--- config.mk ---
export PLATFORM = sky130hd
export DESIGN_NAME = meter_response_frame_decoder
export DESIGN_NICKNAME = d
export VERILOG_FILES = /design/src/hdl/mrfd_pkg.sv /design/src/hdl/meter_response_frame_decoder.sv /design/src/hdl/mrfd_emit.sv
export VERILOG_INCLUDE_DIRS = /design/src /design/src/hdl
export SDC_FILE = /design/constraint.sdc
export NUM_CORES = 2
export LEC_CHECK = 0
export BUFFER_PORTS_ARGS = -buffer_cell sky130_fd_sc_hd__buf_4
export CORE_AREA = 3 3 317 241
export DETAILED_ROUTE_END_ITERATION = 8
export DIE_AREA = 0 0 320 244
export PLACE_DENSITY = 0.83
export SLEW_MARGIN = 20
export SYNTH_ARGS = -nofsm -noshare
export SYNTH_HDL_FRONTEND = slang
export SYNTH_SLANG_ARGS = --single-unit
--- constraint.sdc ---
create_clock -name clk -period 15.75 [get_ports clk]
set_input_delay 4.725 -clock clk [delete_from_list [all_inputs] [get_ports clk]]
set_output_delay 4.725 -clock clk [all_outputs]
set_load 0.02 [all_outputs]
--- src/hdl/meter_response_frame_decoder_defines.svh ---
// ---------------------------------------------------------------------------
// meter_response_frame_decoder_defines
// assertion macros shared by the frame decoder modules
// ---------------------------------------------------------------------------
`ifndef METER_RESPONSE_FRAME_DECODER_DEFINES_SVH
`define METER_RESPONSE_FRAME_DECODER_DEFINES_SVH

// same-cycle implication, checked on every rising edge outside reset
`define MRFD_ASSERT_IMP(lbl, ante, cons, msg) \
	lbl: assert property (@(posedge clk) disable iff (!arst_n) (ante) |-> (cons)) \
		else $error(msg);

// next-cycle implication, checked on every rising edge outside reset
`define MRFD_ASSERT_NEXT(lbl, ante, cons, msg) \
	lbl: assert property (@(posedge clk) disable iff (!arst_n) (ante) |=> (cons)) \
		else $error(msg);

`endif

--- src/hdl/mrfd_pkg.sv ---
// ---------------------------------------------------------------------------
// mrfd_pkg
// types, codes and byte-level helper functions of the meter frame decoder
// ---------------------------------------------------------------------------
`default_nettype none

package mrfd_pkg;

	localparam int VALUE_W = 29;
	localparam int CFG_W   = 15;
	localparam int SLOT_AW = 3;
	localparam int MEM_AW  = SLOT_AW + 1;

	localparam logic [15:0] CRC_INIT = 16'hFFFF;
	localparam logic [15:0] CRC_POLY = 16'hA001;

	// command codes found at frame offset 4
	localparam logic [7:0] CMD_TARIFF = 8'h27;
	localparam logic [7:0] CMD_POWER  = 8'h63;
	localparam logic [7:0] CMD_FREQ   = 8'h81;
	localparam logic [7:0] CMD_CLOCK  = 8'h21;

	// register indexes of the configuration port
	localparam logic [2:0] REG_VOLTAGE_MIN   = 3'd0;
	localparam logic [2:0] REG_VOLTAGE_MAX   = 3'd1;
	localparam logic [2:0] REG_CURRENT_MAX   = 3'd2;
	localparam logic [2:0] REG_FREQUENCY_MIN = 3'd3;
	localparam logic [2:0] REG_FREQUENCY_MAX = 3'd4;

	localparam logic [CFG_W-1:0] RST_VOLTAGE_MIN   = 15'd1900;
	localparam logic [CFG_W-1:0] RST_VOLTAGE_MAX   = 15'd2600;
	localparam logic [CFG_W-1:0] RST_CURRENT_MAX   = 15'd10000;
	localparam logic [CFG_W-1:0] RST_FREQUENCY_MIN = 15'd4500;
	localparam logic [CFG_W-1:0] RST_FREQUENCY_MAX = 15'd5500;

	// quantity codes
	localparam logic [3:0] Q_VOLT    = 4'd0;
	localparam logic [3:0] Q_AMP     = 4'd1;
	localparam logic [3:0] Q_POWER   = 4'd2;
	localparam logic [3:0] Q_ENERGY1 = 4'd3;
	localparam logic [3:0] Q_ENERGY2 = 4'd4;
	localparam logic [3:0] Q_ENERGY3 = 4'd5;
	localparam logic [3:0] Q_TOTAL   = 4'd6;
	localparam logic [3:0] Q_FREQ    = 4'd7;
	localparam logic [3:0] Q_TARIFF  = 4'd8;
	localparam logic [3:0] Q_YEAR    = 4'd9;
	localparam logic [3:0] Q_NONE    = 4'd0;

	typedef enum logic [1:0] {
		ST_OK      = 2'd0,
		ST_UNKNOWN = 2'd1,
		ST_SHORT   = 2'd2,
		ST_CRC     = 2'd3
	} status_t;

	typedef struct packed {
		logic [CFG_W-1:0] voltage_min;
		logic [CFG_W-1:0] voltage_max;
		logic [CFG_W-1:0] current_max;
		logic [CFG_W-1:0] frequency_min;
		logic [CFG_W-1:0] frequency_max;
	} cfg_t;

	// one decoded frame waiting for its results to be sent
	typedef struct packed {
		status_t     status;
		logic [7:0]  cmd;
		logic [2:0]  nres;
		logic        bank;
		logic [15:0] crc_total;
	} job_t;

	// bank currently written by the intake pipeline
	typedef struct packed {
		logic valid;
		logic bank;
	} busy_t;

	// where a data byte lands in the result slots
	typedef struct packed {
		logic               hit;
		logic [SLOT_AW-1:0] slot;
		logic               first;
		logic               nib;
	} slot_t;

	// one byte through the reflected crc-16 (eight shift steps)
	function automatic logic [15:0] crc_byte(input logic [15:0] c, input logic [7:0] b);
		logic [15:0] r;
		r = c ^ {8'h00, b};
		for (int i = 0; i < 8; i++) begin
			r = r[0] ? ((r >> 1) ^ CRC_POLY) : (r >> 1);
		end
		return r;
	endfunction

	// last byte covered by the crc, zero for an unknown command
	function automatic logic [4:0] span_of(input logic [7:0] cmd);
		logic [4:0] s;
		unique case (cmd)
			CMD_TARIFF: s = 5'd20;
			CMD_POWER:  s = 5'd11;
			CMD_FREQ:   s = 5'd14;
			CMD_CLOCK:  s = 5'd11;
			default:    s = 5'd0;
		endcase
		return s;
	endfunction

	// number of results of a good frame
	function automatic logic [2:0] nres_of(input logic [7:0] cmd);
		logic [2:0] n;
		unique case (cmd)
			CMD_TARIFF: n = 3'd4;
			CMD_POWER:  n = 3'd3;
			CMD_FREQ:   n = 3'd2;
			default:    n = 3'd6;
		endcase
		return n;
	endfunction

	// two bcd digits, each nibble taken at its binary value
	function automatic logic [7:0] bcd1(input logic [7:0] b);
		return 8'({4'd0, b[7:4]} * 8'd10 + {4'd0, b[3:0]});
	endfunction

	// quantity of the k-th result of a good frame
	function automatic logic [3:0] quantity_of(input logic [7:0] cmd,
		input logic [SLOT_AW-1:0] k);
		logic [3:0] q;
		unique case (cmd)
			CMD_TARIFF: q = Q_ENERGY1 + {1'b0, k};
			CMD_POWER:  q = Q_VOLT + {1'b0, k};
			CMD_FREQ:   q = Q_FREQ + {1'b0, k};
			default:    q = Q_YEAR + {1'b0, k};
		endcase
		return q;
	endfunction

	// maps a data byte of a known command onto its result slot
	function automatic slot_t slot_map(input logic [7:0] cmd, input logic [7:0] idx);
		slot_t      s;
		logic [7:0] d;
		s = '0;
		d = idx - 8'd5;
		unique case (cmd)
			CMD_TARIFF: begin
				if (idx >= 8'd5 && idx <= 8'd16) begin
					s.hit   = 1'b1;
					s.slot  = {1'b0, d[3:2]};
					s.first = (d[1:0] == 2'd0);
				end
			end
			CMD_POWER: begin
				s.hit = (idx >= 8'd5 && idx <= 8'd11);
				s.slot = (idx <= 8'd6) ? 3'd0 : ((idx <= 8'd8) ? 3'd1 : 3'd2);
				s.first = (idx == 8'd5) || (idx == 8'd7) || (idx == 8'd9);
			end
			CMD_FREQ: begin
				s.hit   = (idx >= 8'd5 && idx <= 8'd7);
				s.slot  = (idx == 8'd7) ? 3'd1 : 3'd0;
				s.first = (idx == 8'd5) || (idx == 8'd7);
				s.nib   = (idx == 8'd7);
			end
			CMD_CLOCK: begin
				s.hit   = (idx >= 8'd6 && idx <= 8'd11);
				s.first = 1'b1;
				unique case (idx)
					8'd6:    s.slot = 3'd3;
					8'd7:    s.slot = 3'd4;
					8'd8:    s.slot = 3'd5;
					8'd9:    s.slot = 3'd2;
					8'd10:   s.slot = 3'd1;
					default: s.slot = 3'd0;
				endcase
			end
			default: s = '0;
		endcase
		return s;
	endfunction

endpackage

`default_nettype wire

--- src/hdl/meter_response_frame_decoder.sv ---
// ---------------------------------------------------------------------------
// meter_response_frame_decoder
// decodes bcd meter reply frames with crc-16 check into binary quantity beats
// ---------------------------------------------------------------------------
// Input channel s_axis: one reply byte per beat, tlast on the final byte of a
// frame. Output channel m_axis: one beat per decoded quantity, or a single
// error beat, tlast on the final beat of a frame. Configuration writes are
// taken on any cycle with cfg_we high and should happen while idle.
// Bytes are taken one per cycle while the job queue has room. Each data byte
// is folded into a result slot by a read-modify-write of a small two-bank
// slot memory (registered read, forwarding between back-to-back bytes to the
// same slot). Results pass through the read-data stage and output register
// one per cycle unless stalled, at the rate of the emitter's slot read port.
// One frame can decode while the next is received; the input stalls only
// when a second finished frame waits behind one still being sent, or when
// the receiver stalls long enough. Reset clears counters, crc and queues and
// reloads the limits; the slot memory is not cleared, every used slot is
// written by its frame before it is read. A stalled receiver holds the
// output beat steady and backs up into the job queue.
// ---------------------------------------------------------------------------
`default_nettype none
`include "meter_response_frame_decoder_defines.svh"

module meter_response_frame_decoder #(
	parameter int MAX_FRAME = 64
) (
	input  wire         clk,
	input  wire         arst_n,
	input  wire         s_axis_tvalid,
	output logic        s_axis_tready,
	input  wire  [7:0]  s_axis_tdata,   // rx_byte
	input  wire         s_axis_tlast,
	output logic        m_axis_tvalid,
	input  wire         m_axis_tready,
	output logic [55:0] m_axis_tdata,   // command, value, in_range, crc_errors, zero pad
	output logic [5:0]  m_axis_tuser,   // status, quantity
	output logic        m_axis_tlast,
	input  wire         cfg_we,
	input  wire  [2:0]  cfg_index,
	input  wire  [14:0] cfg_data
);

	localparam int CW = $clog2(MAX_FRAME + 1);
	localparam int VW = mrfd_pkg::VALUE_W;
	localparam int AW = mrfd_pkg::MEM_AW;

	// frame state
	logic [CW-1:0]  count_q;
	logic [15:0]    crc_q, cap_q, err_total_q;
	logic [7:0]     cmd_q, crc_lo_q, crc_hi_q;
	logic           bank_q;
	mrfd_pkg::cfg_t cfg_q;

	// slot update stage
	logic           s1_valid_q, s1_first_q, s1_fwd_q;
	logic [AW-1:0]  s1_addr_q;
	logic [7:0]     s1_digit_q;
	logic [VW-1:0]  wr_data_q;

	// slot memory, two banks of result slots
	logic [VW-1:0]  slot_mem [0:(1 << AW) - 1];
	logic [VW-1:0]  rd_a_q, rd_b_q;

	logic              accept, in_frame, job_push, job_room, rd_en;
	logic [AW-1:0]     rd_addr;
	logic [7:0]        idx, cmd_n, crc_lo_n, crc_hi_n, span8, digit;
	logic [CW-1:0]     count_n;
	logic [15:0]       crc_n, cap_n;
	logic [4:0]        span;
	mrfd_pkg::slot_t   sm;
	logic [AW-1:0]     a_addr;
	logic [VW-1:0]     s1_old, s1_new;
	mrfd_pkg::job_t    job;
	mrfd_pkg::busy_t   wr_busy;
	logic              long_enough;

	// next frame state for the byte on the input
	always_comb begin
		accept   = s_axis_tvalid && s_axis_tready;
		idx      = 8'(count_q);
		in_frame = (count_q < CW'(MAX_FRAME));
		count_n  = in_frame ? count_q + CW'(1) : count_q;
		cmd_n    = (in_frame && idx == 8'd4) ? s_axis_tdata : cmd_q;
		crc_n    = in_frame ? mrfd_pkg::crc_byte(crc_q, s_axis_tdata) : crc_q;
		span8    = {3'd0, mrfd_pkg::span_of(cmd_q)};
		cap_n    = (in_frame && idx >= 8'd5 && idx == span8) ? crc_n : cap_q;
		crc_lo_n = (in_frame && idx >= 8'd5 && idx == span8 + 8'd1) ? s_axis_tdata : crc_lo_q;
		crc_hi_n = (in_frame && idx >= 8'd5 && idx == span8 + 8'd2) ? s_axis_tdata : crc_hi_q;
		sm       = mrfd_pkg::slot_map(cmd_q, idx);
		a_addr   = {bank_q, sm.slot};
		digit    = sm.nib ? {4'd0, s_axis_tdata[3:0]} : mrfd_pkg::bcd1(s_axis_tdata);
	end

	// verdict on a frame at its final byte
	always_comb begin
		long_enough = (8'(count_n) >= 8'd5);
		span        = long_enough ? mrfd_pkg::span_of(cmd_n) : 5'd0;
		job.cmd       = long_enough ? cmd_n : 8'd0;
		job.bank      = bank_q;
		job.nres      = 3'd1;
		job.crc_total = err_total_q;
		if (span == 5'd0) begin
			job.status = mrfd_pkg::ST_UNKNOWN;
		end else if (8'(count_n) < {3'd0, span} + 8'd3) begin
			job.status = mrfd_pkg::ST_SHORT;
		end else if (cap_n != {crc_hi_n, crc_lo_n}) begin
			job.status = mrfd_pkg::ST_CRC;
			if (err_total_q != 16'hFFFF) begin
				job.crc_total = err_total_q + 16'd1;
			end
		end else begin
			job.status = mrfd_pkg::ST_OK;
			job.nres   = mrfd_pkg::nres_of(cmd_n);
		end
		job_push      = accept && s_axis_tlast;
		s_axis_tready = job_room;
	end

	// frame counters, crc and capture
	always_ff @(posedge clk or negedge arst_n) begin
		if (!arst_n) begin
			count_q     <= '0;
			crc_q       <= mrfd_pkg::CRC_INIT;
			cap_q       <= '0;
			err_total_q <= '0;
			bank_q      <= 1'b0;
			cmd_q       <= '0;
			crc_lo_q    <= '0;
			crc_hi_q    <= '0;
		end else if (accept) begin
			cmd_q    <= cmd_n;
			crc_lo_q <= crc_lo_n;
			crc_hi_q <= crc_hi_n;
			if (s_axis_tlast) begin
				count_q     <= '0;
				crc_q       <= mrfd_pkg::CRC_INIT;
				cap_q       <= '0;
				err_total_q <= job.crc_total;
				bank_q      <= !bank_q;
			end else begin
				count_q <= count_n;
				crc_q   <= crc_n;
				cap_q   <= cap_n;
			end
		end
	end

	// limit registers
	always_ff @(posedge clk or negedge arst_n) begin
		if (!arst_n) begin
			cfg_q.voltage_min   <= mrfd_pkg::RST_VOLTAGE_MIN;
			cfg_q.voltage_max   <= mrfd_pkg::RST_VOLTAGE_MAX;
			cfg_q.current_max   <= mrfd_pkg::RST_CURRENT_MAX;
			cfg_q.frequency_min <= mrfd_pkg::RST_FREQUENCY_MIN;
			cfg_q.frequency_max <= mrfd_pkg::RST_FREQUENCY_MAX;
		end else if (cfg_we) begin
			unique case (cfg_index)
				mrfd_pkg::REG_VOLTAGE_MIN:   cfg_q.voltage_min   <= cfg_data;
				mrfd_pkg::REG_VOLTAGE_MAX:   cfg_q.voltage_max   <= cfg_data;
				mrfd_pkg::REG_CURRENT_MAX:   cfg_q.current_max   <= cfg_data;
				mrfd_pkg::REG_FREQUENCY_MIN: cfg_q.frequency_min <= cfg_data;
				mrfd_pkg::REG_FREQUENCY_MAX: cfg_q.frequency_max <= cfg_data;
				default: ;
			endcase
		end
	end

	// slot update stage control
	always_ff @(posedge clk or negedge arst_n) begin
		if (!arst_n) begin
			s1_valid_q <= 1'b0;
		end else begin
			s1_valid_q <= accept && sm.hit;
		end
	end

	// slot update stage payload, forward when the previous byte hit the same slot
	always_ff @(posedge clk) begin
		if (accept && sm.hit) begin
			s1_addr_q  <= a_addr;
			s1_first_q <= sm.first;
			s1_digit_q <= digit;
			s1_fwd_q   <= s1_valid_q && (s1_addr_q == a_addr);
		end
		if (s1_valid_q) begin
			wr_data_q <= s1_new;
		end
	end

	// new slot value: start with the digit pair or append it
	always_comb begin
		s1_old = s1_fwd_q ? wr_data_q : rd_a_q;
		s1_new = s1_first_q ? VW'(s1_digit_q) :
			VW'(36'(s1_old) * 36'd100 + 36'(s1_digit_q));
		wr_busy.valid = s1_valid_q;
		wr_busy.bank  = s1_addr_q[AW-1];
	end

	// slot memory: one write port, two registered read ports
	always_ff @(posedge clk) begin
		if (s1_valid_q) begin
			slot_mem[s1_addr_q] <= s1_new;
		end
		if (accept && sm.hit) begin
			rd_a_q <= slot_mem[a_addr];
		end
		if (rd_en) begin
			rd_b_q <= slot_mem[rd_addr];
		end
	end

	mrfd_emit u_emit (
		.clk           (clk),
		.arst_n        (arst_n),
		.job_push      (job_push),
		.job_in        (job),
		.job_room      (job_room),
		.wr_busy       (wr_busy),
		.cfg           (cfg_q),
		.rd_en         (rd_en),
		.rd_addr       (rd_addr),
		.rd_data       (rd_b_q),
		.m_axis_tvalid (m_axis_tvalid),
		.m_axis_tready (m_axis_tready),
		.m_axis_tdata  (m_axis_tdata),
		.m_axis_tuser  (m_axis_tuser),
		.m_axis_tlast  (m_axis_tlast)
	);

	`MRFD_ASSERT_IMP(a_count_bound, 1'b1, count_q <= CW'(MAX_FRAME), "byte count beyond frame limit")
	`MRFD_ASSERT_NEXT(a_frame_restart, accept && s_axis_tlast, count_q == '0 && crc_q == mrfd_pkg::CRC_INIT, "frame state not restarted after final byte")
	`MRFD_ASSERT_IMP(a_forward_source, s1_valid_q && s1_fwd_q, $past(s1_valid_q) && $past(s1_addr_q) == s1_addr_q, "forwarded slot value without a write to that slot")

endmodule

`default_nettype wire

--- src/hdl/mrfd_emit.sv ---
// ---------------------------------------------------------------------------
// mrfd_emit
// result sequencer: job queue, slot reads and the output register
// ---------------------------------------------------------------------------
`default_nettype none
`include "meter_response_frame_decoder_defines.svh"

module mrfd_emit (
	input  wire                           clk,
	input  wire                           arst_n,
	input  wire                           job_push,
	input  mrfd_pkg::job_t                job_in,
	output logic                          job_room,
	input  mrfd_pkg::busy_t               wr_busy,
	input  mrfd_pkg::cfg_t                cfg,
	output logic                          rd_en,
	output logic [mrfd_pkg::MEM_AW-1:0]   rd_addr,
	input  wire  [mrfd_pkg::VALUE_W-1:0]  rd_data,
	output logic                          m_axis_tvalid,
	input  wire                           m_axis_tready,
	output logic [55:0]                   m_axis_tdata,   // command, value, in_range, crc_errors
	output logic [5:0]                    m_axis_tuser,   // status, quantity
	output logic                          m_axis_tlast
);

	localparam int VW = mrfd_pkg::VALUE_W;
	localparam int SW = mrfd_pkg::SLOT_AW;

	// job queue: active job and one waiting behind it
	logic           act_valid_q, pend_valid_q;
	mrfd_pkg::job_t act_q, pend_q;
	logic [SW-1:0]  k_q;

	// read-data stage
	logic                 e2_valid_q, e2_ok_q, e2_last_q;
	mrfd_pkg::status_t    e2_status_q;
	logic [7:0]           e2_cmd_q;
	logic [3:0]           e2_quantity_q;
	logic [15:0]          e2_crc_total_q;

	// output register
	logic                 out_valid_q, out_range_q, out_last_q;
	mrfd_pkg::status_t    out_status_q;
	logic [7:0]           out_cmd_q;
	logic [3:0]           out_quantity_q;
	logic [VW-1:0]        out_value_q;
	logic [15:0]          out_crc_total_q;

	logic [VW-1:0]        sum_q;

	logic          out_load, issue, act_last_k, act_done, act_load, blocked;
	logic [VW-1:0] e2_value;
	logic          e2_range;

	// plausibility limits per quantity
	function automatic logic range_ok(input logic [3:0] q, input logic [VW-1:0] v,
		input mrfd_pkg::cfg_t c);
		logic r;
		unique case (q)
			mrfd_pkg::Q_VOLT:   r = (v >= VW'(c.voltage_min)) && (v <= VW'(c.voltage_max));
			mrfd_pkg::Q_AMP:    r = (v <= VW'(c.current_max));
			mrfd_pkg::Q_FREQ:   r = (v >= VW'(c.frequency_min)) && (v <= VW'(c.frequency_max));
			mrfd_pkg::Q_TARIFF: r = (v >= VW'(1)) && (v <= VW'(4));
			default:            r = 1'b1;
		endcase
		return r;
	endfunction

	// handshake between stages and the write interlock
	always_comb begin
		out_load   = e2_valid_q && (!out_valid_q || m_axis_tready);
		blocked    = wr_busy.valid && (wr_busy.bank == act_q.bank);
		issue      = act_valid_q && (!e2_valid_q || out_load) && !blocked;
		act_last_k = (k_q == act_q.nres - 3'd1);
		act_done   = issue && act_last_k;
		act_load   = job_push && (!act_valid_q || act_done);
		job_room   = !pend_valid_q;
		rd_en      = issue;
		rd_addr    = {act_q.bank, k_q};
	end

	// value and range of the result in the read-data stage
	always_comb begin
		if (!e2_ok_q) begin
			e2_value = '0;
		end else if (e2_quantity_q == mrfd_pkg::Q_TOTAL) begin
			e2_value = sum_q;
		end else begin
			e2_value = rd_data;
		end
		e2_range = e2_ok_q && range_ok(e2_quantity_q, e2_value, cfg);
	end

	// job queue control
	always_ff @(posedge clk or negedge arst_n) begin
		if (!arst_n) begin
			act_valid_q  <= 1'b0;
			pend_valid_q <= 1'b0;
			k_q          <= '0;
		end else begin
			if (act_load) begin
				act_valid_q <= 1'b1;
			end else if (job_push) begin
				pend_valid_q <= 1'b1;
			end else if (act_done) begin
				act_valid_q  <= pend_valid_q;
				pend_valid_q <= 1'b0;
			end
			if (act_load || act_done) begin
				k_q <= '0;
			end else if (issue) begin
				k_q <= k_q + SW'(1);
			end
		end
	end

	// job payload
	always_ff @(posedge clk) begin
		if (act_load) begin
			act_q <= job_in;
		end else if (job_push) begin
			pend_q <= job_in;
		end else if (act_done) begin
			act_q <= pend_q;
		end
	end

	// read-data stage and output register control
	always_ff @(posedge clk or negedge arst_n) begin
		if (!arst_n) begin
			e2_valid_q  <= 1'b0;
			out_valid_q <= 1'b0;
		end else begin
			if (issue) begin
				e2_valid_q <= 1'b1;
			end else if (out_load) begin
				e2_valid_q <= 1'b0;
			end
			if (out_load) begin
				out_valid_q <= 1'b1;
			end else if (m_axis_tready) begin
				out_valid_q <= 1'b0;
			end
		end
	end

	// payload of the read-data stage, output beat and tariff sum
	always_ff @(posedge clk) begin
		if (issue) begin
			e2_ok_q        <= (act_q.status == mrfd_pkg::ST_OK);
			e2_last_q      <= act_last_k;
			e2_status_q    <= act_q.status;
			e2_cmd_q       <= act_q.cmd;
			e2_quantity_q  <= (act_q.status == mrfd_pkg::ST_OK) ?
				mrfd_pkg::quantity_of(act_q.cmd, k_q) : mrfd_pkg::Q_NONE;
			e2_crc_total_q <= act_q.crc_total;
		end
		if (out_load) begin
			out_status_q    <= e2_status_q;
			out_cmd_q       <= e2_cmd_q;
			out_quantity_q  <= e2_quantity_q;
			out_value_q     <= e2_value;
			out_range_q     <= e2_range;
			out_crc_total_q <= e2_crc_total_q;
			out_last_q      <= e2_last_q;
			if (e2_ok_q && e2_quantity_q == mrfd_pkg::Q_ENERGY1) begin
				sum_q <= e2_value;
			end else if (e2_ok_q && (e2_quantity_q == mrfd_pkg::Q_ENERGY2 ||
				e2_quantity_q == mrfd_pkg::Q_ENERGY3)) begin
				sum_q <= VW'(sum_q + e2_value);
			end
		end
	end

	// output beat
	always_comb begin
		m_axis_tvalid = out_valid_q;
		m_axis_tdata  = {2'b00, out_crc_total_q, out_range_q, out_value_q, out_cmd_q};
		m_axis_tuser  = {out_quantity_q, out_status_q};
		m_axis_tlast  = out_last_q;
	end

	`MRFD_ASSERT_IMP(a_pend_behind_act, pend_valid_q, act_valid_q, "waiting job without an active one")
	`MRFD_ASSERT_IMP(a_banks_differ, pend_valid_q, pend_q.bank != act_q.bank, "queued jobs share a bank")
	`MRFD_ASSERT_IMP(a_no_read_under_write, issue && wr_busy.valid, wr_busy.bank != act_q.bank, "slot read of a bank still being written")
	`MRFD_ASSERT_IMP(a_error_beat, out_valid_q && out_status_q != mrfd_pkg::ST_OK, out_last_q && out_value_q == '0, "error beat not final or not zero")

endmodule

`default_nettype wire
==> summary by stage <==
Clocking
The clock slew seen by the registers of the worst setup and hold paths is 0.06 ns. In this run, CTS created clock tree buffers numbering 85. The source-to-sink clock delay at the later pin of the worst-skew pair is 0.66 ns. The H-tree was split into 3 levels. The root buffer cell chosen for the clock tree is sky130_fd_sc_hd__clkbuf_16.

In this run, post-CTS repair resized a total of 0 instances. The tree built by TritonCTS fans out to 906 sinks. Buffers inserted to repair hold after CTS numbered 0. TritonCTS built the clock tree. The number of setup buffers added after CTS is 0. No sink is reached through more buffers than the 3 on the longest clock path.

Synth
The synthesized netlist contains 88 unique library cells. The Yosys step of the flow raised 0 warnings. The register area share after synthesis is 0.5566. The synthesized netlist occupies a cell area of 0.04752 mm². The cell count after synthesis came out at 3723. The number of enable flip-flop cells after synthesis is 743. Sorting the synthesized cells by area gives the leading types as sky130_fd_sc_hd__edfxtp_1 47%, sky130_fd_sc_hd__mux4_2 8.2%, sky130_fd_sc_hd__dfrtp_1 6.2%. The synthesized design contains 906 register bits. Each instance of the synthesized netlist takes up on average 12.76 µm². The cell type contributing the most total cell area after synthesis is sky130_fd_sc_hd__edfxtp_1. The most used flip-flop cell after synthesis is sky130_fd_sc_hd__edfxtp_1. Of the post-synthesis cell area, the dominant cell type holds 0.4695. In the synthesized netlist the async set-or-reset flop fraction comes to 0.1799.

Power
The sum of internal, switching and leakage power is 0.007976 W. The analysis attributes to net switching a power of 0.002661 W. Of the total power, combinational logic draws 0.322.

The internal power summed over all cells is 0.005315 W. The total power density per cell area is 152.2 mW/mm². The sequential cell fraction of total power is 0.409. For this design the static power due to leakage is 19.70 nW. The share of power burned in the clock network is 0.269.

Of the total power, the share spent switching nets is 0.3336. The worst-case vdd ir drop is 0.0001307 V.

STA
At the pin with the least slew margin, the transition time is 1.159 ns. The worst pin sits at a relative slew slack of 0.2234. The count of final hold-check violations came to 0. Dividing the final minimum period by the clock period gives 0.5424.

Setup repair after global routing left no endpoint under its margin. Setup total negative slack on the finished layout was measured at 0 ns. Static timing analysis puts the maximum clock frequency at 117.1 MHz.

Between clock sinks in the finished design, the worst skew comes to 0.02681 ns. The clock period could shrink to 8.542 ns. Setup violations remaining at the end of the flow were counted as 0.

The max-slew violation total from the final report came to 0.

Worst setup path
The kind of end point of the critical path is a flop. Of all nets on the critical path, the largest fanout is 39. The type of element launching the critical path is an input port. The arrival time reported for the critical path endpoint is 8.94 ns.

The class of the most critical setup path is in2reg. The data required time at the worst endpoint is 16.15 ns.

Routing
In the routed design, unresolved DRC markers number 0. The routed layout has 32570 vias. The total routed wirelength is 122.3 mm. The post-detailed-route via-to-cell ratio is 6.747.

The detail-routed net length per standard cell is 25.34 µm. The first TritonRoute pass finished after 6 iterations. The post-detailed-route count of antenna-violating nets is 0.

The DRC violation total after the first TritonRoute iteration is 4681.

Floorplan
The number of placed I/O pins is 97. The die boundary width is 320 µm. The die is 244 µm tall. In this run the standard cell core region covers 0.07339 mm². Row generation in the floorplan step produced 86 rows. The floorplan step defined a die boundary enclosing 0.07808 mm². For this configuration, the core starts out at a cell density of 0.6475.

Place
During placement, the flow inserted port buffers numbering 94. Routability-driven placement finished with a final weighted congestion of 0.9187. Detailed placement ended at an HPWL of 75.95 mm.

Once placement completed, the tool counted placed cells totaling 4666.

Global routing
The total overflow left after global routing is 0. The number of antenna violations at the first check in global routing was 1. The number of global-route vias before repair is 31920. The first global-routing pass estimated 187.5 mm of wire. The maximum number of pins on one net before global-route repair is 104. For this run, the total global-route usage over all layers was measured as 0.3125.

Run
The tool flagged a number of max-cap violations equal to 0.

Worst hold path
The worst hold path belongs to the class reg2reg.

Final layout
The sequential standard cell area is 0.02646 mm². Compared with the post-synthesis result, the final layout area differs by 10.27%. Leaving out fill and tap cells, the most frequent cells in the layout are 743 x sky130_fd_sc_hd__edfxtp_1, 479 x sky130_fd_sc_hd__nand2_1, 211 x sky130_fd_sc_hd__inv_1. The final core area utilization is 0.7140. The leading cell type in the layout, fill and taps excluded is sky130_fd_sc_hd__edfxtp_1. In the final layout, the share of cells above drive strength 1 is 0.1721. The filler cell count is 4666. In the final design database the tool counted 4050 nets.

For this run, the number of standard cells in the final layout without fillers is 4827. The multi-input combinational cells in the finished layout cover a total of 0.01975 mm².

Run status
The run finished with clean final reports.
==> Yosys cell counts, drive strengths merged (30+ instances only) <==
cell type / number
nor2: 140
and3: 80
nor3: 42
mux2i: 156
ha: 206
o21ai: 164
mux2: 77
dfstp: 45
a31oi: 44
a211oi: 44
a21o: 30
xor2: 62
inv: 214
buf: 47
o21a: 36
nand2: 480
nor4: 33
edfxtp: 743
dfrtp: 118
mux4: 172
a21oi: 141
nand3: 62
clkbuf: 148
xnor2: 74
==> final timing paths <==
kind | endpoint | cells past startpoint | from | slack (ns)
worst min register to register | u_emit.out_crc_total_q[3] | 0 | u_emit.e2_crc_total_q[3] | 0.40
worst max register to register | slot_mem[11][27] | 19 | s1_fwd_q | 8.37
worst min-delay path | u_emit.out_crc_total_q[3] | 0 | u_emit.e2_crc_total_q[3] | 0.40
min in group asynchronous | cfg_q[47] | 1 | arst_n | 4.15
max in group asynchronous | crc_hi_q[4] | 2 | arst_n | 10.05
worst max-delay path | u_emit.pend_q[1] | 17 | s_axis_tdata[2] | 7.21
==> cells by family (layout without fill, tap and decap cells) <==
logic type | count (synthesis) | in the layout | share of synthesized area
xor gates and xnor gates | 140 | 140 | 0.02699
adders and majority gates | 232 | 232 | 0.06520
DFF | 906 | 906 | 0.5566
AOI/OAI and AO/OA | 623 | 623 | 0.08481
muxes | 405 | 405 | 0.1326
and+or+nand+nor | 1005 | 1005 | 0.1001
buffers and inverters | 410 | 544 | 0.03355
other | 2 | 4 | 0.0001580
==> metal layers <==
metal,track usage,part of all wire,routed length [µm],vias to the layer above
met4,0.09262,0.029,3537,2
li1,-,-,-,14090
met5,0,0.00011,13,-
met3,0.06619,0.12,14880,251
met2,0.4768,0.46,56100,2126
met1,0.4593,0.39,47780,16100
==> stage by stage <==
step / hold WS, ns / worst slack, ns / instance area (µm²)
after floorplan: 0.4003 / 6.716 / 47520
after global placement: 0.4013 / 6.709 / 49460
after detailed placement: 0.4045 / 6.612 / 49460
after CTS: 0.3962 / 7.301 / 52340
after global routing: 0.4077 / 6.957 / 52400
final: 0.4030 / 7.208 / 52400
==> area by class of cell <==
type / count / area share
well taps: 968 / 0.02311
inverters: 214 / 0.01547
clock inverters: 55 / 0.01129
multi-input cells: 2408 / 0.3769
flip-flops and latches: 906 / 0.5049
diodes: 1 / 0.00004776
clock buffers: 104 / 0.04360
repair buffers: 171 / 0.02464
==> power groups by stage <==
stage          Clock (W)  Sequential (W)  Combinational, W
5_1_grt          0.00225         0.00329           0.00277
3_3_place_gp           0         0.00329           0.00244
4_1_cts          0.00216         0.00326           0.00254
6_report         0.00214         0.00326           0.00257
3_5_place_dp           0         0.00331           0.00250
2_1_floorplan          0         0.00325           0.00177
==> flip-flops by register name, summed over array words and instances, names as in the netlist, 27 cells and up <==
register	flops
u_emit.pend_q	30
wr_data_q	27
u_emit.out_value_q	29
rd_a_q	27
slot_mem	464
rd_b_q	29
u_emit.act_q	29
cfg_q	75
u_emit.sum_q	29
==> worst max-delay path, stage by stage <==
cell and delay [ns]:
sky130_fd_sc_hd__buf_4 0.17, sky130_fd_sc_hd__or3b_2 0.49, sky130_fd_sc_hd__nor3_1 0.33, sky130_fd_sc_hd__mux2i_1 0.19, sky130_fd_sc_hd__or2_2 0.34, sky130_fd_sc_hd__ha_1 0.21, sky130_fd_sc_hd__nor2b_1 0.12, sky130_fd_sc_hd__o21bai_1 0.09
sky130_fd_sc_hd__ha_1 0.30, sky130_fd_sc_hd__a21o_1 0.15, sky130_fd_sc_hd__a2111oi_0 0.40, sky130_fd_sc_hd__o21ai_1 0.20, sky130_fd_sc_hd__and2_1 0.31, sky130_fd_sc_hd__nand2_1 0.10, sky130_fd_sc_hd__buf_4 0.35, sky130_fd_sc_hd__nor2_1 0.13
sky130_fd_sc_hd__mux2_1 0.34
(Power assumes the default switching activity.)
